File: src/sos_pkg.sv
// shared types, codes and constants of the sample order statistics block
package sos_pkg;

  localparam int unsigned SAMPLE_W   = 32;
  localparam int unsigned SET_SIZE_W = 11;
  localparam int unsigned PM_W       = 10;
  localparam int unsigned NUM_LANES  = 4;

  localparam logic [PM_W-1:0] FIRST_PM_RESET  = 10'd950;
  localparam logic [PM_W-1:0] SECOND_PM_RESET = 10'd990;

  // ceil(x / 1000) via (x + 999) * ceil(2^40 / 1000) >> 40
  localparam int unsigned  RANK_BIAS   = 999;
  localparam int unsigned  RECIP_SHIFT = 40;
  localparam int unsigned  RECIP_W     = 31;
  localparam logic [30:0]  RECIP_MULT  = 31'd1099511628;

  // radix select lanes
  localparam int unsigned LANE_MED_LO = 0;
  localparam int unsigned LANE_MED_HI = 1;
  localparam int unsigned LANE_PCT1   = 2;
  localparam int unsigned LANE_PCT2   = 3;

  // register index as seen on paddr[2]
  localparam logic REG_FIRST_PM  = 1'b0;
  localparam logic REG_SECOND_PM = 1'b1;

  typedef struct packed {
    logic [31:0] sample_value;
    logic        is_last;
  } sample_t;

  typedef struct packed {
    logic [31:0]           minimum_value;
    logic [31:0]           mean_value;
    logic [31:0]           median_value;
    logic [31:0]           first_percentile;
    logic [31:0]           second_percentile;
    logic [31:0]           maximum_value;
    logic [SET_SIZE_W-1:0] set_size;
    logic                  overflow;
  } result_t;

  typedef enum logic [2:0] {
    BK_IDLE,
    BK_MUL1,
    BK_MUL2,
    BK_INDEX,
    BK_SCAN,
    BK_FINISH
  } back_state_e;

endpackage

File: src/sos_back.sv
// back part: rank math, radix select over the store, mean divider, result register
module sos_back
  import sos_pkg::*;
#(
  parameter int unsigned MAX_SAMPLES = 1024
) (
  input  logic                           clk_i,
  input  logic                           rst_ni,
  input  logic                           job_valid_i,
  output logic                           job_take_o,
  input  logic [$clog2(MAX_SAMPLES+1)-1:0] job_count_i,
  input  logic [SAMPLE_W+$clog2(MAX_SAMPLES+1)-1:0] job_sum_i,
  input  logic [SAMPLE_W-1:0]            job_min_i,
  input  logic [SAMPLE_W-1:0]            job_max_i,
  input  logic                           job_ovf_i,
  input  logic [PM_W-1:0]                first_pm_i,
  input  logic [PM_W-1:0]                second_pm_i,
  output logic [$clog2(MAX_SAMPLES)-1:0] ram_raddr_o,
  input  logic [SAMPLE_W-1:0]            ram_rdata_i,
  output logic                           store_busy_o,
  output result_t                        result_o,
  output logic                           empty_o,
  input  logic                           pop_i
);

  localparam int unsigned AW  = $clog2(MAX_SAMPLES);
  localparam int unsigned CW  = $clog2(MAX_SAMPLES + 1);
  localparam int unsigned SW  = SAMPLE_W + CW;
  localparam int unsigned XW  = CW + PM_W + 1;
  localparam int unsigned PRW = XW + RECIP_W;
  localparam int unsigned RKW = CW + 1;
  localparam int unsigned DCW = $clog2(SW + 1);

  back_state_e state_q, state_d;

  logic [CW-1:0]       n_q;
  logic                ovf_q;
  logic [SAMPLE_W-1:0] min_q, max_q;
  logic [XW-1:0]       x_q [2];
  logic [RKW-1:0]      rank_q [2];
  logic [PRW-1:0]      prod [2];
  logic [CW-1:0]       idx [2];
  logic [RKW-1:0]      rank_m1 [2];

  logic [SAMPLE_W-1:0] prefix_q [NUM_LANES];
  logic [CW-1:0]       krem_q [NUM_LANES];
  logic [CW-1:0]       cnt_q [NUM_LANES];
  logic [CW-1:0]       cnt_full [NUM_LANES];
  logic                hit [NUM_LANES];
  logic [SAMPLE_W-1:0] himask_q, bitm_q;
  logic [CW-1:0]       addr_q;
  logic                rvalid_q, rlast_q;
  logic                issue, pass_end;

  logic [DCW-1:0]      div_cnt_q;
  logic [CW-1:0]       rem_q;
  logic [SW-1:0]       quo_q;
  logic [CW:0]         div_shift;
  logic                div_ge, div_done;

  logic                out_valid_q, out_write;
  result_t             out_q, out_d;
  logic [SAMPLE_W:0]   med_sum;

  // rank and index math
  always_comb begin
    prod[0] = PRW'(x_q[0]) * PRW'(RECIP_MULT);
    prod[1] = PRW'(x_q[1]) * PRW'(RECIP_MULT);
    for (int l = 0; l < 2; l++) begin
      rank_m1[l] = (rank_q[l] == '0) ? '0 : rank_q[l] - RKW'(1);
      idx[l]     = (rank_m1[l] >= {1'b0, n_q}) ? n_q - CW'(1) : rank_m1[l][CW-1:0];
    end
  end

  // radix select: one bit of every lane per pass over the store
  assign issue    = (state_q == BK_SCAN) && (addr_q != n_q);
  assign pass_end = rvalid_q && rlast_q;
  assign ram_raddr_o = addr_q[AW-1:0];

  always_comb begin
    for (int l = 0; l < NUM_LANES; l++) begin
      hit[l] = rvalid_q && (((ram_rdata_i ^ prefix_q[l]) & himask_q) == '0) &&
               ((ram_rdata_i & bitm_q) == '0);
      cnt_full[l] = cnt_q[l] + CW'(hit[l]);
    end
  end

  // restoring divider for the mean
  assign div_shift = {rem_q, quo_q[SW-1]};
  assign div_ge    = (div_shift >= {1'b0, n_q});
  assign div_done  = (div_cnt_q == '0);

  assign med_sum = (SAMPLE_W+1)'(prefix_q[LANE_MED_LO]) +
                   (SAMPLE_W+1)'(prefix_q[LANE_MED_HI]);

  always_comb begin
    out_d = '0;
    if (ovf_q) begin
      out_d.overflow = 1'b1;
    end else begin
      out_d.minimum_value     = min_q;
      out_d.mean_value        = quo_q[SAMPLE_W-1:0];
      out_d.median_value      = med_sum[SAMPLE_W:1];
      out_d.first_percentile  = prefix_q[LANE_PCT1];
      out_d.second_percentile = prefix_q[LANE_PCT2];
      out_d.maximum_value     = max_q;
      out_d.set_size          = SET_SIZE_W'(n_q);
    end
  end

  always_comb begin
    state_d    = state_q;
    job_take_o = 1'b0;
    out_write  = 1'b0;
    unique case (state_q)
      BK_IDLE: begin
        if (job_valid_i) begin
          job_take_o = 1'b1;
          state_d    = job_ovf_i ? BK_FINISH : BK_MUL1;
        end
      end
      BK_MUL1:  state_d = BK_MUL2;
      BK_MUL2:  state_d = BK_INDEX;
      BK_INDEX: state_d = BK_SCAN;
      BK_SCAN: begin
        if (pass_end && bitm_q[0]) begin
          state_d = BK_FINISH;
        end
      end
      BK_FINISH: begin
        if (!out_valid_q && div_done) begin
          out_write = 1'b1;
          state_d   = BK_IDLE;
        end
      end
      default: state_d = BK_IDLE;
    endcase
  end

  assign store_busy_o = (state_q == BK_MUL1) || (state_q == BK_MUL2) ||
                        (state_q == BK_INDEX) || (state_q == BK_SCAN);

  always_ff @(posedge clk_i or negedge rst_ni) begin
    if (!rst_ni) begin
      state_q     <= BK_IDLE;
      out_valid_q <= 1'b0;
      rvalid_q    <= 1'b0;
      div_cnt_q   <= '0;
    end else begin
      state_q  <= state_d;
      rvalid_q <= issue;
      if (out_write) begin
        out_valid_q <= 1'b1;
      end else if (pop_i) begin
        out_valid_q <= 1'b0;
      end
      if (job_take_o) begin
        div_cnt_q <= DCW'(SW);
      end else if (!div_done) begin
        div_cnt_q <= div_cnt_q - DCW'(1);
      end
    end
  end

  always_ff @(posedge clk_i) begin
    if (job_take_o) begin
      n_q   <= job_count_i;
      ovf_q <= job_ovf_i;
      min_q <= job_min_i;
      max_q <= job_max_i;
      rem_q <= '0;
      quo_q <= job_sum_i;
    end else if (!div_done) begin
      rem_q <= div_ge ? CW'(div_shift - {1'b0, n_q}) : div_shift[CW-1:0];
      quo_q <= {quo_q[SW-2:0], div_ge};
    end
    if (state_q == BK_MUL1) begin
      x_q[0] <= XW'(n_q) * XW'(first_pm_i) + XW'(RANK_BIAS);
      x_q[1] <= XW'(n_q) * XW'(second_pm_i) + XW'(RANK_BIAS);
    end
    if (state_q == BK_MUL2) begin
      rank_q[0] <= prod[0][RECIP_SHIFT +: RKW];
      rank_q[1] <= prod[1][RECIP_SHIFT +: RKW];
    end
    rlast_q <= issue && (addr_q == n_q - CW'(1));
    if (state_q == BK_INDEX) begin
      krem_q[LANE_MED_LO] <= (n_q - CW'(1)) >> 1;
      krem_q[LANE_MED_HI] <= n_q >> 1;
      krem_q[LANE_PCT1]   <= idx[0];
      krem_q[LANE_PCT2]   <= idx[1];
      for (int l = 0; l < NUM_LANES; l++) begin
        prefix_q[l] <= '0;
        cnt_q[l]    <= '0;
      end
      himask_q <= '0;
      bitm_q   <= {1'b1, {(SAMPLE_W-1){1'b0}}};
      addr_q   <= '0;
    end else if (state_q == BK_SCAN) begin
      if (issue) begin
        addr_q <= addr_q + CW'(1);
      end
      if (pass_end) begin
        for (int l = 0; l < NUM_LANES; l++) begin
          cnt_q[l] <= '0;
          if (krem_q[l] >= cnt_full[l]) begin
            prefix_q[l] <= prefix_q[l] | bitm_q;
            krem_q[l]   <= krem_q[l] - cnt_full[l];
          end
        end
        himask_q <= {1'b1, himask_q[SAMPLE_W-1:1]};
        bitm_q   <= bitm_q >> 1;
        addr_q   <= '0;
      end else begin
        for (int l = 0; l < NUM_LANES; l++) begin
          cnt_q[l] <= cnt_full[l];
        end
      end
    end
    if (out_write) begin
      out_q <= out_d;
    end
  end

  assign result_o = out_q;
  assign empty_o  = ~out_valid_q;

  a_job_taken: assert property (@(posedge clk_i) disable iff (!rst_ni)
    (state_q == BK_IDLE && job_valid_i) |=> (state_q != BK_IDLE))
    else $error("pending job not taken by idle back end");

  a_read_in_scan: assert property (@(posedge clk_i) disable iff (!rst_ni)
    rvalid_q |-> (state_q == BK_SCAN))
    else $error("store read data outside of scan");

  a_result_from_finish: assert property (@(posedge clk_i) disable iff (!rst_ni)
    $rose(out_valid_q) |-> ($past(state_q) == BK_FINISH && $past(div_done)))
    else $error("result written before finish or before divider done");

endmodule

File: config.mk
export PLATFORM = sky130hd
export DESIGN_NAME = sos_back
export DESIGN_NICKNAME = d
export VERILOG_FILES = /design/src/sos_pkg.sv /design/src/sos_back.sv
export SDC_FILE = /design/constraint.sdc
export NUM_CORES = 2
export LEC_CHECK = 0
export BUFFER_PORTS_ARGS = -buffer_cell sky130_fd_sc_hd__buf_2
export CELL_PAD_IN_SITES_DETAIL_PLACEMENT = 1
export CELL_PAD_IN_SITES_GLOBAL_PLACEMENT = 2
export CORE_ASPECT_RATIO = 0.7
export CORE_MARGIN = 5
export CORE_UTILIZATION = 42
export CTS_BUF_LIST = sky130_fd_sc_hd__clkbuf_16
export DETAILED_ROUTE_END_ITERATION = 12
export MAX_ROUTING_LAYER = met4
export PLACE_DENSITY = 0.8
export SYNTH_ARGS = -nofsm -noshare
export SYNTH_HDL_FRONTEND = slang
export SYNTH_SLANG_ARGS = --single-unit
export TNS_END_PERCENT = 20
File: constraint.sdc
create_clock -name clk_i -period 12.7 [get_ports clk_i]
set_input_delay 1.27 -clock clk_i [delete_from_list [all_inputs] [get_ports clk_i]]
set_output_delay 1.27 -clock clk_i [all_outputs]
set_load 0.005 [all_outputs]
==> results.txt <==
Number of storage elements in the synthesis netlist: 705. Entering global routing, the biggest net connects 82 pins. The clock latency at the later pin of the worst-skew pair is 690 ps. The layout has 14900 filler cells. The die boundary width was 453 um. The slew at the pin with the worst max-slew slack is 1210 ps. The number of distinct library cells after synthesis was 80. Measured against its own limit, the worst slew margin works out to 18.9%. The tools report the final-stage net count as 7125. Setup violations remaining at the end of the flow were counted as 0.

After synthesis, flip-flops and latches occupy 34.8% of the total area. The highest fanout seen on the critical path is 8. In this run the worst hold path is classified as reg -> reg. Summed over all failing endpoints, the final setup total negative slack is 0 ps. TritonCTS built the clock tree. The run gives 0 as the number of hold violations in the final report. The cell area that synthesis handed to floorplanning was 0.0578 mm2. For the routability-driven placement congestion ratio, the log shows 0.967.

The required time of the critical path came out at 13120 ps. Post-CTS repair changed the size of 0 cells. The library cell used most frequently in the layout, excluding fill and tap cells, is sky130_fd_sc_hd__inv_1. The die outline height came out at 320 um. The first global-routing pass estimated 276 mm of wire. The placement row count came out at 113.

At the worst endpoint, the arrival time is 7830 ps. Of the cells placed in the final design, the portion with a size suffix greater than 1 is 10.4%. Root buffer cell: sky130_fd_sc_hd__clkbuf_16. The post-synthesis instance total came out at 5381.

Timing analysis after detailed placement gives a worst setup slack of 5170 ps. Global routing used 25.8% of the available tracks across all layers. The share of synthesized flip-flops with an asynchronous set or reset is 1.56%. The initial standard-cell utilization of the core came out at 42.4%. The detailed-router iteration count before antenna repair is 5, and the number of max-slew violations in the final report is 0. The reg-to-reg startpoint was x_q[0][32]. The run finished with clean final reports. Leaving out fill and tap cells, the most frequent cells in the layout are sky130_fd_sc_hd__inv_1, sky130_fd_sc_hd__ha_1, sky130_fd_sc_hd__edfxtp_1, sky130_fd_sc_hd__fa_1, sky130_fd_sc_hd__nand2_1. CTS saw 705 sinks. The logs give 29 for the number of antenna violations at the first check in global routing and 392 for the number of primary I/O pins.

The final critical delay including setup and external delays came out at 7420 ps. The worst path uses 58.4% of the clock period. The tools report the standard cell core area as 0.136 mm2.

The run gives 76 as the number of CTS-inserted buffers. In the final routed layout, each cell accounts on average for 23.8 um. Ranked by total cell area, the synthesized netlist is headed by sky130_fd_sc_hd__edfxtp_1, sky130_fd_sc_hd__fa_1, sky130_fd_sc_hd__ha_1. The detail route stage leaves a number of antenna-violating nets equal to 0. The H-tree generated during clock tree synthesis spans 3 levels. After clock tree synthesis, the setup repair step added 0 buffers. The worst setup path is captured at a flop. The setup path with the least slack is of type reg -> reg. The share of synthesized area in the top cell type comes to 31.0%. In this run the tool buffered the top-level ports with 391 buffer cells. The ratio of routed vias to standard cells was 5.33. Setup repair after global routing left no endpoint under its margin. For the number of maximum-capacitance violations, the log shows 0. The most used flip-flop cell after synthesis was sky130_fd_sc_hd__edfxtp_1. For the die outline area, the log shows 0.145 mm2.

Setup slack on the critical path of the routed design comes to 5280 ps. The maximum buffer depth of the clock tree is 3, and the clock transition at the registers of the reported paths is 60 ps. The logs give 43200 for the via count of the first global-routing pass and 135 MHz for the fmax.

The clock arrives with 33.9 ps of skew. After detailed routing, the number of remaining DRC violations is 0. The detailed placement HPWL was 146 mm.

The final route contains 40700 vias. For the violation count after the first detailed-route iteration, the log shows 3327. The number of nets in the synthesized netlist is 6795. Number of buffers inserted by hold repair at cts: 0.

Largest area contributor in the synthesized netlist: sky130_fd_sc_hd__edfxtp_1. The tools report the start point of the worst hold path as rem_q[10]. Summed over all layers, the global routing overflow is 0. The Yosys step of the flow raised 0 warnings. The area growth from synthesis to layout is 11.1%. The worst setup path is launched from a flop.

The critical path starts at x_q[0][32]. Wires add up to 182 mm. The number of flops mapped to enable cells by yosys is 596, and the average cell area after synthesis is 10.7 um2.
registers in the layout (all words and copies together) (netlist names):
register	flops
result_o	204
prefix_q	128
cnt_q	44
krem_q	44
x_q	44
quo_q	43
bitm_q	32
himask_q	32
max_q	32
min_q	32
rank_q	24
addr_q	11
n_q	11
rem_q	11
div_cnt_q	6
state_q	3
out_valid_q	1
ovf_q	1
rlast_q	1
rvalid_q	1
kinds of logic (layout without fill, tap and decap cells):
| group | count (synthesis) | after routing | synth area share (%) |
|---|---|---|---|
| and+or+nand+nor | 1451 | 1451 | 11.9 |
| xor gates and xnor gates | 322 | 322 | 4.88 |
| muxes | 53 | 53 | 0.949 |
| buffers and inverters | 954 | 1347 | 6.30 |
| adders and majority gates | 1239 | 1239 | 33.6 |
| DFF | 705 | 705 | 34.8 |
| AOI/OAI and AO/OA | 657 | 657 | 7.51 |
| other | 0 | 25 | 0 |
worst paths after layout:
path	end	slack, ps	cells after the start
setup / recovery	rank_q[0][13]	5280	20
hold / removal	rem_q[10]	480	2
setup reg to reg	rank_q[0][13]	5280	20
hold reg to reg	rem_q[10]	480	2
max in group asynchronous	div_cnt_q[5]	11910	1
min in group asynchronous	div_cnt_q[3]	500	1
area by class of cell:
type | count | area, um2 | share of cell area [%]
flip-flops and latches | 705 | 20100 | 31.4
clock buffers | 78 | 1950 | 3.04
diodes | 25 | 62.6 | 0.0975
repair buffers | 434 | 2280 | 3.55
multi-input cells | 3722 | 34100 | 53.1
well taps | 1840 | 2300 | 3.59
clock inverters | 63 | 460 | 0.718
inverters | 772 | 2900 | 4.52
metrics by stage:
stage | util (%) | cells | hold slack, ps | cell area (um2)
global route | 47.1 | 7638 | 475 | 64200
CTS | 47.1 | 7614 | 443 | 64100
finish | 47.1 | 7639 | 483 | 64200
detailed placement | 45.3 | 7473 | 474 | 61700
global placement | 45.3 | 7473 | 454 | 61700
floorplan | - | 5381 | 426 | 57800
layer usage:
metal / wire (um) / part of all wire [%] / GRT usage [%] / up-vias
met4: 4210 / 2.3 / 5.70 / 0
li1: - / - / - / 18700
met1: 85100 / 47 / 36.7 / 20800
met2: 78000 / 43 / 36.9 / 1070
met3: 14800 / 8.1 / 7.00 / 200
met5: 0 / 0 / - / -
worst max-delay path: stages (launching register included):
cell and delay (ps):
sky130_fd_sc_hd__edfxtp_1 660, sky130_fd_sc_hd__ha_1 580, sky130_fd_sc_hd__fa_1 510, sky130_fd_sc_hd__fa_1 520
sky130_fd_sc_hd__inv_1 50, sky130_fd_sc_hd__fa_1 470, sky130_fd_sc_hd__fa_1 530, sky130_fd_sc_hd__inv_1 50
sky130_fd_sc_hd__fa_1 450, sky130_fd_sc_hd__fa_1 420, sky130_fd_sc_hd__ha_1 370, sky130_fd_sc_hd__a21o_1 180
sky130_fd_sc_hd__a21o_1 170, sky130_fd_sc_hd__a21o_1 170, sky130_fd_sc_hd__a21o_1 170, sky130_fd_sc_hd__a221o_1 340
sky130_fd_sc_hd__a21o_1 180, sky130_fd_sc_hd__a2111oi_0 730, sky130_fd_sc_hd__o21ai_1 310, sky130_fd_sc_hd__a21oi_2 220
sky130_fd_sc_hd__xnor2_1 70
synth_stat cells, drive strengths merged (104+ instances only):
library cell,instances
a21oi,191
and2,104
clkbuf,138
edfxtp,596
fa,524
ha,715
inv,772
nand2,509
nor2,354
nor2b,193
o21ai,120
xnor2,129
xor2,193
Power is left out: the tool's default activity adds up to more than one toggle a clock period on the data nets, which glitch-free logic cannot reach.
