[config.mk]
export PLATFORM = sky130hd
export DESIGN_NAME = sos_front
export DESIGN_NICKNAME = d
export VERILOG_FILES = /design/src/sos_pkg.sv /design/src/sos_front.sv
export SDC_FILE = /design/constraint.sdc
export NUM_CORES = 1
export LEC_CHECK = 0
export ABC_AREA = 0
export BUFFER_PORTS_ARGS = -buffer_cell sky130_fd_sc_hd__buf_2
export CORE_UTILIZATION = 45
export DETAILED_ROUTE_END_ITERATION = 6
export PLACE_DENSITY = 0.69
export SYNTH_ARGS = -nofsm -noshare
export SYNTH_HDL_FRONTEND = slang
export SYNTH_SLANG_ARGS = --single-unit
[constraint.sdc]
create_clock -name clk_i -period 11.3 [get_ports clk_i]
set_input_delay 1.13 -clock clk_i [delete_from_list [all_inputs] [get_ports clk_i]]
set_output_delay 1.13 -clock clk_i [all_outputs]
set_load 0.005 [all_outputs]
[src/sos_pkg.sv]
// shared types, codes and constants of the sample order statistics block
package sos_pkg;

  localparam int unsigned SAMPLE_W   = 32;
  localparam int unsigned SET_SIZE_W = 11;
  localparam int unsigned PM_W       = 10;
  localparam int unsigned NUM_LANES  = 4;

  localparam logic [PM_W-1:0] FIRST_PM_RESET  = 10'd950;
  localparam logic [PM_W-1:0] SECOND_PM_RESET = 10'd990;

  // ceil(x / 1000) via (x + 999) * ceil(2^40 / 1000) >> 40
  localparam int unsigned  RANK_BIAS   = 999;
  localparam int unsigned  RECIP_SHIFT = 40;
  localparam int unsigned  RECIP_W     = 31;
  localparam logic [30:0]  RECIP_MULT  = 31'd1099511628;

  // radix select lanes
  localparam int unsigned LANE_MED_LO = 0;
  localparam int unsigned LANE_MED_HI = 1;
  localparam int unsigned LANE_PCT1   = 2;
  localparam int unsigned LANE_PCT2   = 3;

  // register index as seen on paddr[2]
  localparam logic REG_FIRST_PM  = 1'b0;
  localparam logic REG_SECOND_PM = 1'b1;

  typedef struct packed {
    logic [31:0] sample_value;
    logic        is_last;
  } sample_t;

  typedef struct packed {
    logic [31:0]           minimum_value;
    logic [31:0]           mean_value;
    logic [31:0]           median_value;
    logic [31:0]           first_percentile;
    logic [31:0]           second_percentile;
    logic [31:0]           maximum_value;
    logic [SET_SIZE_W-1:0] set_size;
    logic                  overflow;
  } result_t;

  typedef enum logic [2:0] {
    BK_IDLE,
    BK_MUL1,
    BK_MUL2,
    BK_INDEX,
    BK_SCAN,
    BK_FINISH
  } back_state_e;

endpackage

[src/sos_front.sv]
// front part: takes samples, fills the store, keeps sum, min, max and overflow
module sos_front
  import sos_pkg::*;
#(
  parameter int unsigned MAX_SAMPLES = 1024
) (
  input  logic                           clk_i,
  input  logic                           rst_ni,
  input  logic                           push_i,
  input  sample_t                        sample_i,
  output logic                           full_o,
  input  logic                           store_busy_i,
  output logic                           ram_we_o,
  output logic [$clog2(MAX_SAMPLES)-1:0] ram_waddr_o,
  output logic [SAMPLE_W-1:0]            ram_wdata_o,
  output logic                           job_valid_o,
  input  logic                           job_take_i,
  output logic [$clog2(MAX_SAMPLES+1)-1:0] job_count_o,
  output logic [SAMPLE_W+$clog2(MAX_SAMPLES+1)-1:0] job_sum_o,
  output logic [SAMPLE_W-1:0]            job_min_o,
  output logic [SAMPLE_W-1:0]            job_max_o,
  output logic                           job_ovf_o
);

  localparam int unsigned AW = $clog2(MAX_SAMPLES);
  localparam int unsigned CW = $clog2(MAX_SAMPLES + 1);
  localparam int unsigned SW = SAMPLE_W + CW;

  logic [CW-1:0]       count_q, count_d;
  logic [SW-1:0]       sum_q, sum_d;
  logic [SAMPLE_W-1:0] min_q, min_d, max_q, max_d;
  logic                ovf_q, ovf_d;
  logic                job_valid_q;
  logic [CW-1:0]       job_count_q;
  logic [SW-1:0]       job_sum_q;
  logic [SAMPLE_W-1:0] job_min_q, job_max_q;
  logic                job_ovf_q;
  logic                accept, room, store, first;

  assign full_o = job_valid_q | store_busy_i;
  assign accept = push_i & ~full_o;
  assign room   = (count_q != CW'(MAX_SAMPLES));
  assign store  = accept & room;
  assign first  = (count_q == '0);

  assign ram_we_o    = store;
  assign ram_waddr_o = count_q[AW-1:0];
  assign ram_wdata_o = sample_i.sample_value;

  always_comb begin
    count_d = store ? count_q + CW'(1) : count_q;
    sum_d   = store ? sum_q + SW'(sample_i.sample_value) : sum_q;
    min_d   = (store && (first || sample_i.sample_value < min_q)) ?
              sample_i.sample_value : min_q;
    max_d   = (store && (first || sample_i.sample_value > max_q)) ?
              sample_i.sample_value : max_q;
    ovf_d   = ovf_q | (accept & ~room);
  end

  always_ff @(posedge clk_i or negedge rst_ni) begin
    if (!rst_ni) begin
      count_q     <= '0;
      sum_q       <= '0;
      ovf_q       <= 1'b0;
      job_valid_q <= 1'b0;
    end else if (accept && sample_i.is_last) begin
      count_q     <= '0;
      sum_q       <= '0;
      ovf_q       <= 1'b0;
      job_valid_q <= 1'b1;
    end else begin
      if (accept) begin
        count_q <= count_d;
        sum_q   <= sum_d;
        ovf_q   <= ovf_d;
      end
      if (job_take_i) begin
        job_valid_q <= 1'b0;
      end
    end
  end

  always_ff @(posedge clk_i) begin
    if (accept) begin
      min_q <= min_d;
      max_q <= max_d;
    end
    if (accept && sample_i.is_last) begin
      job_count_q <= count_d;
      job_sum_q   <= sum_d;
      job_min_q   <= min_d;
      job_max_q   <= max_d;
      job_ovf_q   <= ovf_d;
    end
  end

  assign job_valid_o = job_valid_q;
  assign job_count_o = job_count_q;
  assign job_sum_o   = job_sum_q;
  assign job_min_o   = job_min_q;
  assign job_max_o   = job_max_q;
  assign job_ovf_o   = job_ovf_q;

endmodule

==> results of run 1 <==
==> synth_stat cells (22+ instances only) <==
library cell    n
o21ai_1        22
nand2_1        83
inv_1          71
clkbuf_1       23
dfrtp_1        56
buf_4          42
mux2_2         58
a21o_1         30
a21oi_1        52
nand3_1        23
nor2_1         39
o21ai_0        51
xnor2_1        25
a22o_1         42
ha_1           97
edfxtp_1      183
==> registers in the layout, summed over array words and instances (netlist names) <==
signal,count
job_sum_o,43
sum_q,43
job_max_o,32
job_min_o,32
max_q,32
min_q,32
count_q,11
job_count_o,11
job_ovf_o,1
job_valid_o,1
ovf_q,1
==> layout make-up <==
class	instances	area share, %
Clock buffer	37	5.26
Multi-Input combinational cell	696	35.4
Tap cell	378	3.17
Sequential cell	239	46.3
Timing Repair Buffer	210	7.20
Inverter	73	1.85
Clock inverter	11	0.906
==> layer usage <==
layer	GRT usage, %	wire [microns]	vias to the layer above
met5	0	0	-
met2	31.9	13300	250
met1	28.5	13900	4379
li1	-	-	4303
met3	3.31	1630	35
met4	4.54	450	0
==> power by group through the flow <==
stage / Clock [mW] / Sequential, mW / Combinational (mW)
floorplan: 0 / 1.09 / 0.433
global placement: 0 / 1.10 / 0.572
detailed placement: 0 / 1.10 / 0.581
CTS: 0.916 / 1.09 / 0.586
global route: 0.942 / 1.10 / 0.653
finish: 0.897 / 1.09 / 0.585
==> logic make-up (layout without fill, tap and decap cells) <==
family | after synthesis | in the layout | synth area share (%)
XOR/XNOR | 45 | 45 | 3.17
flip-flops | 239 | 239 | 53.5
adder cells (fa/ha/maj) | 98 | 98 | 9.57
AND/OR/NAND/NOR | 224 | 224 | 8.48
AO/OA/AOI/OAI | 265 | 265 | 13.9
multiplexers | 64 | 64 | 5.59
buffers and inverters | 152 | 331 | 5.79
==> cell usage in the layout, fill, tap and decap left out, types with 28 or more instances in the layout <==
cell       netlist  final
edfxtp_1       183    183
a21o_1          30     30
a21oi_1         52     51
nor2_1          39     38
nand2_1         83     83
mux2_2          58     58
ha_1            97     97
a22o_1          42     42
buf_2           12    201
o21ai_0         51     51
dfrtp_1         56     56
inv_1           71     71
clkbuf_16        0     28
==> final timing paths <==
kind,startpoint,endpoint,cells after the start
setup / recovery,push_i,ram_we_o,7
hold / removal,ovf_q,job_ovf_o,1
setup reg to reg,count_q[0],job_max_o[25],11
hold reg to reg,ovf_q,job_ovf_o,1
max in group asynchronous,rst_ni,sum_q[24],2
min in group asynchronous,rst_ni,sum_q[6],2
==> summary.md, run 1 <==
| Metric | Value |
|---|---|
| Outcome | finished, final reports clean |
| Antenna violations before repair | 0 |
| Post-synthesis register bit count | 239 |
| Post-CTS setup buffers | 0 |
| Area occupied by multi-input gates | 5270 sq um |
| Port bufs | 201 |
| Post-synthesis sequential area ratio | 53.5% |
| Number of enable flip-flop cells after synthesis | 183 |
| Setup ws final | 6.93 ns |
| Drt pass-1 iters | 5 |
| Worst vdd ir | 0.127 mV |
| Final min period | ~4.4 ns |
| Syn Nets | 1223 |
| RSZ-0062 raised after global routing | false |
| Setup crit end kind | output port |
| Worst EP arrival | 3.24 ns |
| Class of the most critical setup path | primary input to output port |
| GRT overflow | 0 |
| Number of global-route vias before repair | 8577 |
| Starting density of the core | 46.0% |
| Share of layout cells above drive strength 1 | 26.6% |
| Flop pwr share | between 40% and 50% |
| Placed Area | 14000 sq um |
| GPL Wtd Cong | 0.881 |
| Worst setup SP type | primary input |
| Setup slack, reg-to-reg | around 7.3 ns |
| Residual DRC count | 0 |
| Ys async rst share | a little under a quarter |
| Yosys warnings | 0 |
| TritonCTS clock tree | built |
| Die Y | 171 microns |
| Vias per inst | about 5.5 |
| Fraction of power consumed by the clock network | 34.9% |
| Largest net degree at the start of global routing | 75 |
| Area growth syn-to-layout | 15.7% |
| Routed Antenna Nets | 0 |
| Initial DRC count | approximately 590 |
| Cells along the critical path | buf_2 > or3b_2 > buf_4 > clkinv_2 > nand2_4 > inv_2 > buf_2 |
| Post-CTS Hold Fix Bufs | 0 |
| Clock skew | 0.0112 ns |
| Final HPWL DP | 20200 microns |
| Yosys top cell by area | edfxtp_1 |
| Antenna cells | 0 |
| Core Footprint | 28000 sq um |
| Reg area | 6900 sq um |
| Row count | 61 |
| Slowest CP cell | buf_4 |
| Die span in x | 171 microns |
| Synth cell types | 68 |
| Critical path required time | 10.17 ns |
| Cell repeated most along the worst path | buf_2 |
| Psw | 739 uW |
| Placed Cells | ~1600 |
| Share of the synthesized area in the top cell type | 42.6% |
| Final wirelength | between 20000 and 30000 microns |
| Fmax | about 0.23 GHz |
| Total clock sinks | 239 |
| Slew margin rel. | 31.1% |
| P_int | about 1.8 mW |
| Hold WS | 0.530 ns |
| Fin util | a little over half |
| Clock slew at reported path FFs | 0.06 ns |
| Final setup viols | 0 |
| Sw Share | 28.8% |
| # Max-Cap Violations | 0 |
| Fin crit share | 38.7% |
| Post_cts resized | 0 |
| Clk_lat worst skew | 0.53 ns |
| Final hold vios | 0 |
| Post-Synthesis Cells | 1087 |
| First-pass GRT wire length | roughly 46000 microns |
| Post-route cell area | 14900 sq um |
| Final Non-Filler Cells | 1644 |
| # IOs | 202 |
| H-tree depth | 1 |
| CP peak stage delay | 0.55 ns |
| CTS root buffer | clkbuf_16 |
| Power Density | 172 nW/um^2 |
| Mapped cell area | 12900 sq um |
| Comb power frac | between 20% and 30% |
| WP buf/inv | 5 |
| Avg Inst Size Synth | approximately 12 sq um |
| Tot Pwr | between 2 and 3 mW |
| Min-Delay Path Class | flip-flop to flip-flop |
| Slew @ Worst Pin | 1.03 ns |
| Worst-case clock buffer depth | 3 |
| Total Nets Final | 1382 |
| Vias | 8967 |
| Clock buffer count from CTS | 26 |
| Primary FF master, synth | edfxtp_1 |
| Area contributors post-synth | edfxtp_1 (43%), dfrtp_1 (11%), ha_1 (9.4%), mux2_2 (5.1%), a22o_1 (2.9%) |
| Crit path max fanout | 64 |
| Overall routing resource usage | 20.0% |
| Leakage | about 6.4 nW |
| WL/cell | roughly 18 microns |
| Fin Setup TNS | 0 ns |
| Layout fillers | ~2500 |
| Pins Over Slew Limit | 0 |
| Setup WS pre-CTS | 6.54 ns |
| Die area | between 20000 and 30000 sq um |
| Crit-path leading delay family | buffers and inverters |
(Power assumes the default switching activity.)
==> run 2, diff against run 1 <==
Settings changed: ABC_AREA 0 to 1, PLACE_DENSITY 0.69 to 0.71.
Clock period 11.3 ns to 3.8 ns, I/O delays scaled along.
==> summary.md, run 2 <==
| Metric | Value |
|---|---|
| Most common cell in the netlist | nand2_1 |
| Primary FF master, synth | edfxtp_1 |
| Residual DRC count | 0 (unchanged) |
| Clock slew at reported path FFs | 0.06 ns (about the same) |
| H-tree depth | 1 (unchanged) |
| Post-Synthesis Cells | 1642 (+51%) |
| Total Nets Final | 1943 (+41%) |
| Clock skew | 0.0131 ns (+0.00189 ns) |
| Antenna violations before repair | 0 (unchanged) |
| Avg Inst Size Synth | 8.45 sq um (-29%) |
| Area contributors post-synth | edfxtp_1 (40%), nand2_1 (14%), dfrtp_1 (10%), ha_1 (8.7%), inv_1 (6.7%) |
| Antenna cells | 0 (unchanged) |
| Die span in x | 178 microns (+3.7%) |
| GRT overflow | 0 (unchanged) |
| Outcome | finished, final reports clean |
| Layout fillers | 2830 (+15%) |
| Drt pass-1 iters | 5 (unchanged) |
| Share of the synthesized area in the top cell type | 39.6% (-3.0 points) |
| Setup crit end kind | output port |
| GPL Wtd Cong | 0.909 (+3.3%) |
| # IOs | 202 (unchanged) |
| Commonest non-fill, non-tap cell in the layout | nand2_1 |
| Worst setup SP type | flip-flop |
| Reg2Reg Launch Point | count_q[0] |
| TritonCTS clock tree | built |
| Post_cts resized | 0 (unchanged) |
| Row count | 63 (+3.3%) |
| Post-synthesis sequential area ratio | 49.7% (-3.8 points) |
| Fin util | 53.2% (-0.074 points) |
| Overall routing resource usage | 22.7% (+2.7 points) |
| Largest net degree at the start of global routing | 67 (-11%) |
| Vias per inst | 5.04 (-7.5%) |
| Hold WS | 0.204 ns (-0.326 ns) |
| Initial DRC count | 752 (+29%) |
| Routed Antenna Nets | 0 (unchanged) |
| Fmax | 0.323 GHz |
| Post-CTS Hold Fix Bufs | 2 (+2) |
| Worst EP arrival | 2.71 ns (-0.53 ns) |
| Die Y | 178 microns (+3.7%) |
| WL/cell | 16.0 microns (-10%) |
| Min-Delay Path Class | primary input to flip-flop |
| First-pass GRT wire length | 55900 microns (+22%) |
| Worst vdd ir | 0.377 mV (+200%) |
| Total clock sinks | 239 (unchanged) |
| Slew @ Worst Pin | 0.980 ns (-0.0537 ns) |
| Syn Nets | 1778 (+45%) |
| Post-synthesis register bit count | 239 (unchanged) |
| Final setup viols | 0 (unchanged) |
| Ys async rst share | 23.4% (unchanged) |
| Most frequent cells in the layout | nand2_1 (506), inv_1 (247), buf_2 (201) |
| Pins Over Slew Limit | 0 (unchanged) |
| Critical path required time | 3.42 ns (-6.75 ns) |
| Die area | 31500 sq um (+7.5%) |
| Starting density of the core | 46.3% (+0.30 points) |
| Final hold vios | 0 (unchanged) |
| Core Footprint | 30000 sq um (+6.9%) |
| Min-Delay Startpoint | sample_i[0] |
| Worst-case clock buffer depth | 3 (unchanged) |
| Slew margin rel. | 34.7% (+3.6 points) |
| Placed Cells | 2166 (+36%) |
| Tot Pwr | 9.08 mW (+250%) |
| Number of enable flip-flop cells after synthesis | 183 (unchanged) |
| Crit path max fanout | 66 (+3.1%) |
| Class of the most critical setup path | flip-flop to output port |
| Fin crit share | 81.4% |
| Vias | 11200 (+25%) |
| Worst Setup SP | count_q[0] |
| Clock buffer count from CTS | 27 (+3.8%) |
| Synth cell types | 36 (-47%) |
| RSZ-0062 raised after global routing | false |
| CTS root buffer | clkbuf_16 |
| Post-CTS setup buffers | 0 (unchanged) |
| Yosys warnings | 0 (unchanged) |
| Post-synth top cells | nand2_1 (506), inv_1 (248), edfxtp_1 (183) |
| Final Non-Filler Cells | 2218 (+35%) |
| Leakage | 7.84 nW (+23%) |
| Number of global-route vias before repair | 10700 (+25%) |
| Yosys top cell by area | edfxtp_1 |
| Final HPWL DP | 26000 microns (+29%) |
| Power Density | 570 nW/um^2 (+230%) |
| Final min period | ~3.1 ns |
| Clk_lat worst skew | 0.55 ns (+0.02 ns) |
| Mapped cell area | 13900 sq um (+7.6%) |
| Area growth syn-to-layout | 14.8% |
| Final wirelength | 35600 microns (+21%) |
| Port bufs | 201 (unchanged) |
| # Max-Cap Violations | 0 (unchanged) |
| Share of layout cells above drive strength 1 | 15.0% (-12 points) |
| Fin Setup TNS | 0 ns (unchanged) |
-- run 2: cell families (layout without fill, tap and decap cells) --
| family | after synthesis | in the layout | synth area share, % |
|---|---|---|---|
| flops | 239 | 239 | 49.7 |
| xor+xnor | 27 | 27 | 1.70 |
| buf+inv | 327 | 513 | 10.3 |
| simple gates | 819 | 819 | 24.4 |
| compound gates | 132 | 132 | 4.95 |
| fa+ha+maj | 98 | 98 | 8.89 |
-- run 2: worst max-delay path, stage by stage (launching register included) --
cell	delay (ns)
dfrtp_1	0.40
inv_1	0.12
ha_1	0.21
nand2_1	0.08
nor2_2	0.05
nand3_2	0.08
nand2_4	0.15
inv_4	0.57
buf_12	0.31
buf_2	0.16
-- run 2: layout make-up --
class | instances | area [sq um] | share of cell area, %
sequential | 239 | 6900 | 43.3
multi-input combinational | 1076 | 5540 | 34.8
timing repair buffer | 212 | 1120 | 7.02
clock inverter | 9 | 141 | 0.888
clock buffer | 41 | 788 | 4.95
tap | 390 | 488 | 3.06
inverter | 251 | 950 | 5.96
-- run 2: where the power goes --
group          total [mW]  switching [mW]  internal (mW)
clock                2.71            1.07           1.64
sequential           3.40           0.200           3.20
combinational        2.97            1.96           1.01
total                9.08            3.23           5.86
-- run 2: path summary, 6_finish.rpt --
check,to,slack (ns),cells past startpoint
max,ram_we_o,0.71,9
min,job_valid_o,0.20,3
max reg2reg,job_min_o[2],0.93,10
min reg2reg,sum_q[39],0.55,2
max in group asynchronous,sum_q[1],2.48,3
min in group asynchronous,job_valid_o,0.46,2
-- run 2: metrics by stage --
stage / area, sq um / setup WS [ns]
finish: 15900 / 0.705
floorplan: 13900 / 0.163
CTS: 15900 / 0.672
detailed placement: 15000 / 0.941
global route: 15900 / 0.512
global placement: 15000 / 1.03
-- run 2: layer usage --
metal,wire length [microns],up-vias,track usage (%)
met3,2200,64,3.13
met1,16200,5174,31.8
li1,-,5581,-
met2,16200,368,36.4
met4,975,0,7.05
met5,0,-,0
==> run 3, diff against run 2 <==
Settings changed: ABC_AREA 1 to 0, PLACE_DENSITY 0.71 to 0.69.
Clock period 3.8 ns to 2.96 ns, I/O delays scaled along.
==> summary.md, run 3 (synthesis gave the netlist of run 1 again) <==
| Metric | Value |
|---|---|
| Overall routing resource usage | 21.3% (-1.3 points) |
| Share of layout cells above drive strength 1 | 30.1% (+15 points) |
| Antenna cells | 0 (unchanged) |
| Outcome | finished, final reports clean |
| Worst setup SP type | flip-flop |
| Worst-case clock buffer depth | 3 (unchanged) |
| Comb power frac | 23.9% (-8.8 points) |
| Total clock sinks | 239 (unchanged) |
| Clock buffer count from CTS | 27 (unchanged) |
| Layout fillers | 2398 (-15%) |
| Reg area | 6900 sq um (unchanged) |
| Final HPWL DP | 21500 microns (-17%) |
| Initial DRC count | 672 (-11%) |
| Die span in x | 171 microns (-3.6%) |
| Psw | 2.87 mW (-11%) |
| GRT overflow | 0 (unchanged) |
| Total Nets Final | 1432 (-26%) |
| Final wirelength | 31000 microns (-13%) |
| Critical path required time | 3.23 ns (-0.19 ns) |
| Sw Share | 28.7% (-6.9 points) |
| Tot Pwr | 10.0 mW (+10%) |
| Vias per inst | 5.44 (+7.8%) |
| WL/cell | 18.3 microns (+14%) |
| Met1 Usage GRT | 30.6% (-1.2 points) |
| Fin Setup TNS | 0 ns (unchanged) |
| Clk_lat worst skew | 0.53 ns (-0.02 ns) |
| Fin crit share | 99.0% |
| # IOs | 202 (unchanged) |
| Number of global-route vias before repair | 8851 (-17%) |
| P_int | 7.13 mW (+22%) |
| Fmax | 0.341 GHz |
| Slew @ Worst Pin | 0.674 ns (-0.305 ns) |
| RSZ-0062 raised after global routing | true |
| Setup slack, reg-to-reg | 0.03 ns (-0.90 ns) |
| Vias | 9204 (-18%) |
| Clock skew | 0.00991 ns (-0.00315 ns) |
| Setup crit end kind | flip-flop |
| Starting density of the core | 46.0% (-0.30 points) |
| First-pass GRT wire length | 48700 microns (-13%) |
| Routed Antenna Nets | 0 (unchanged) |
| Min-Delay Path Class | primary input to flip-flop |
| Final min period | 2.93 ns |
| Clock slew at reported path FFs | 0.06 ns (about the same) |
| Slew margin rel. | 55.0% (+20 points) |
| Met3 GRT Util | 3.15% (+0.025 points) |
| Flop pwr share | 41.5% (+4.0 points) |
| H-tree depth | 1 (unchanged) |
| Pins Over Slew Limit | 0 (unchanged) |
| Final hold vios | 0 (unchanged) |
| Class of the most critical setup path | flip-flop to flip-flop |
| Power Density | 647 nW/um^2 (+13%) |
| Area growth syn-to-layout | 19.9% |
| Setup ws final | 0.0285 ns (-0.677 ns) |
| Commonest non-fill, non-tap cell in the layout | buf_2 |
| Drt pass-1 iters | 5 (unchanged) |
| Crit path max fanout | 6 (-91%) |
| Core Footprint | 28000 sq um (-6.5%) |
| CTS root buffer | clkbuf_16 |
| Largest net degree at the start of global routing | 66 (-1.5%) |
| Worst EP arrival | 3.20 ns (+0.49 ns) |
| # Max-Cap Violations | 0 (unchanged) |
| Row count | 61 (-3.2%) |
| Die area | 29300 sq um (-7.0%) |
| Residual DRC count | 0 (unchanged) |
| Worst vdd ir | 0.373 mV (-1.2%) |
| Port bufs | 201 (unchanged) |
| TritonCTS clock tree | built |
| Fraction of power consumed by the clock network | 34.5% (+4.7 points) |
| Most Crowded Layer GR | met2 |
| Die Y | 171 microns (-3.6%) |
| Setup WS pre-CTS | -0.130 ns (-1.07 ns) |
| GPL Wtd Cong | 0.900 (-1.0%) |
| Leakage | 6.70 nW (-15%) |
| Hold WS | 0.193 ns (-0.0113 ns) |
| Area occupied by multi-input gates | 5390 sq um (-2.8%) |
| Most frequent cells in the layout | buf_2 (201), edfxtp_1 (183), ha_1 (96) |
| Final setup viols | 0 (unchanged) |
| Global routing usage on met2 | 33.7% (-2.7 points) |
| Antenna violations before repair | 0 (unchanged) |
run 3: changes by cell type in the layout (fill, tap and decap cells not counted), sizes merged, moves of 17 or more:
cell   change
nand2    -425
inv      -180
nand3    -101
nor2      -96
mux2      +64
buf       +47
a22o      +42
o21ai     +30
a21o      +26
a21oi     -21
and3      +17
run 3: through the flow:
stage               util, %  cell area (sq um)  cells
detailed placement     51.2              14400   1639
floorplan                 -              12900   1087
global route           55.2              15500   1693
CTS                    55.1              15400   1693
finish                 55.2              15500   1693
global placement       51.2              14400   1639
run 3: cell type report:
| cell class | instances | share of cell area (%) |
|---|---|---|
| clock buffers | 33 | 4.58 |
| clock inverters | 15 | 1.33 |
| inverters | 73 | 1.78 |
| multi-input cells | 696 | 34.9 |
| flip-flops and latches | 239 | 44.6 |
| well taps | 378 | 3.06 |
| repair buffers | 259 | 9.78 |
run 3: power groups by stage:
stage	Sequential, mW	Combinational [mW]	Clock, mW
3_5_place_dp	4.21	2.31	0
3_3_place_gp	4.21	2.27	0
4_1_cts	4.15	2.38	3.52
2_1_floorplan	4.17	1.66	0
6_report	4.15	2.39	3.46
5_1_grt	4.18	2.66	3.66
run 3: routing by layer:
layer	part of all wire (%)	vias to the layer above
met4	2.0	0
met2	45	286
met1	47	4469
met3	5.3	48
li1	-	4401
met5	0	-
run 3: what timing repair did:
action,in CTS,in global routing
hold buffers,2,0
cloned,2,0
setup buffers,2,1
resized for setup,19,12
setup endpoints to repair,64,150
endpoints found under the hold margin,24,0
pin swaps,5,6
run 3: path summary, 6_finish.rpt:
check                            startpoint      endpoint  cells past startpoint
min in group asynchronous            rst_ni    count_q[7]                      2
worst max-delay path               min_q[9]  job_min_o[7]                     14
worst max register to register     min_q[9]  job_min_o[7]                     14
max in group asynchronous            rst_ni      sum_q[4]                      3
worst min-delay path            sample_i[1]      max_q[0]                      2
worst min register to register        ovf_q     job_ovf_o                      1
run 3: worst max-delay path: stages (launching register included):
cell	delay [ns]
edfxtp_1	0.41
inv_2	0.08
ha_4	0.19
a21o_1	0.15
a21o_1	0.17
a21o_1	0.17
a211oi_2	0.22
o21ai_1	0.08
a21oi_1	0.15
buf_4	0.16
o31ai_4	0.06
a21oi_4	0.18
buf_6	0.17
buf_12	0.16
mux2_4	0.32
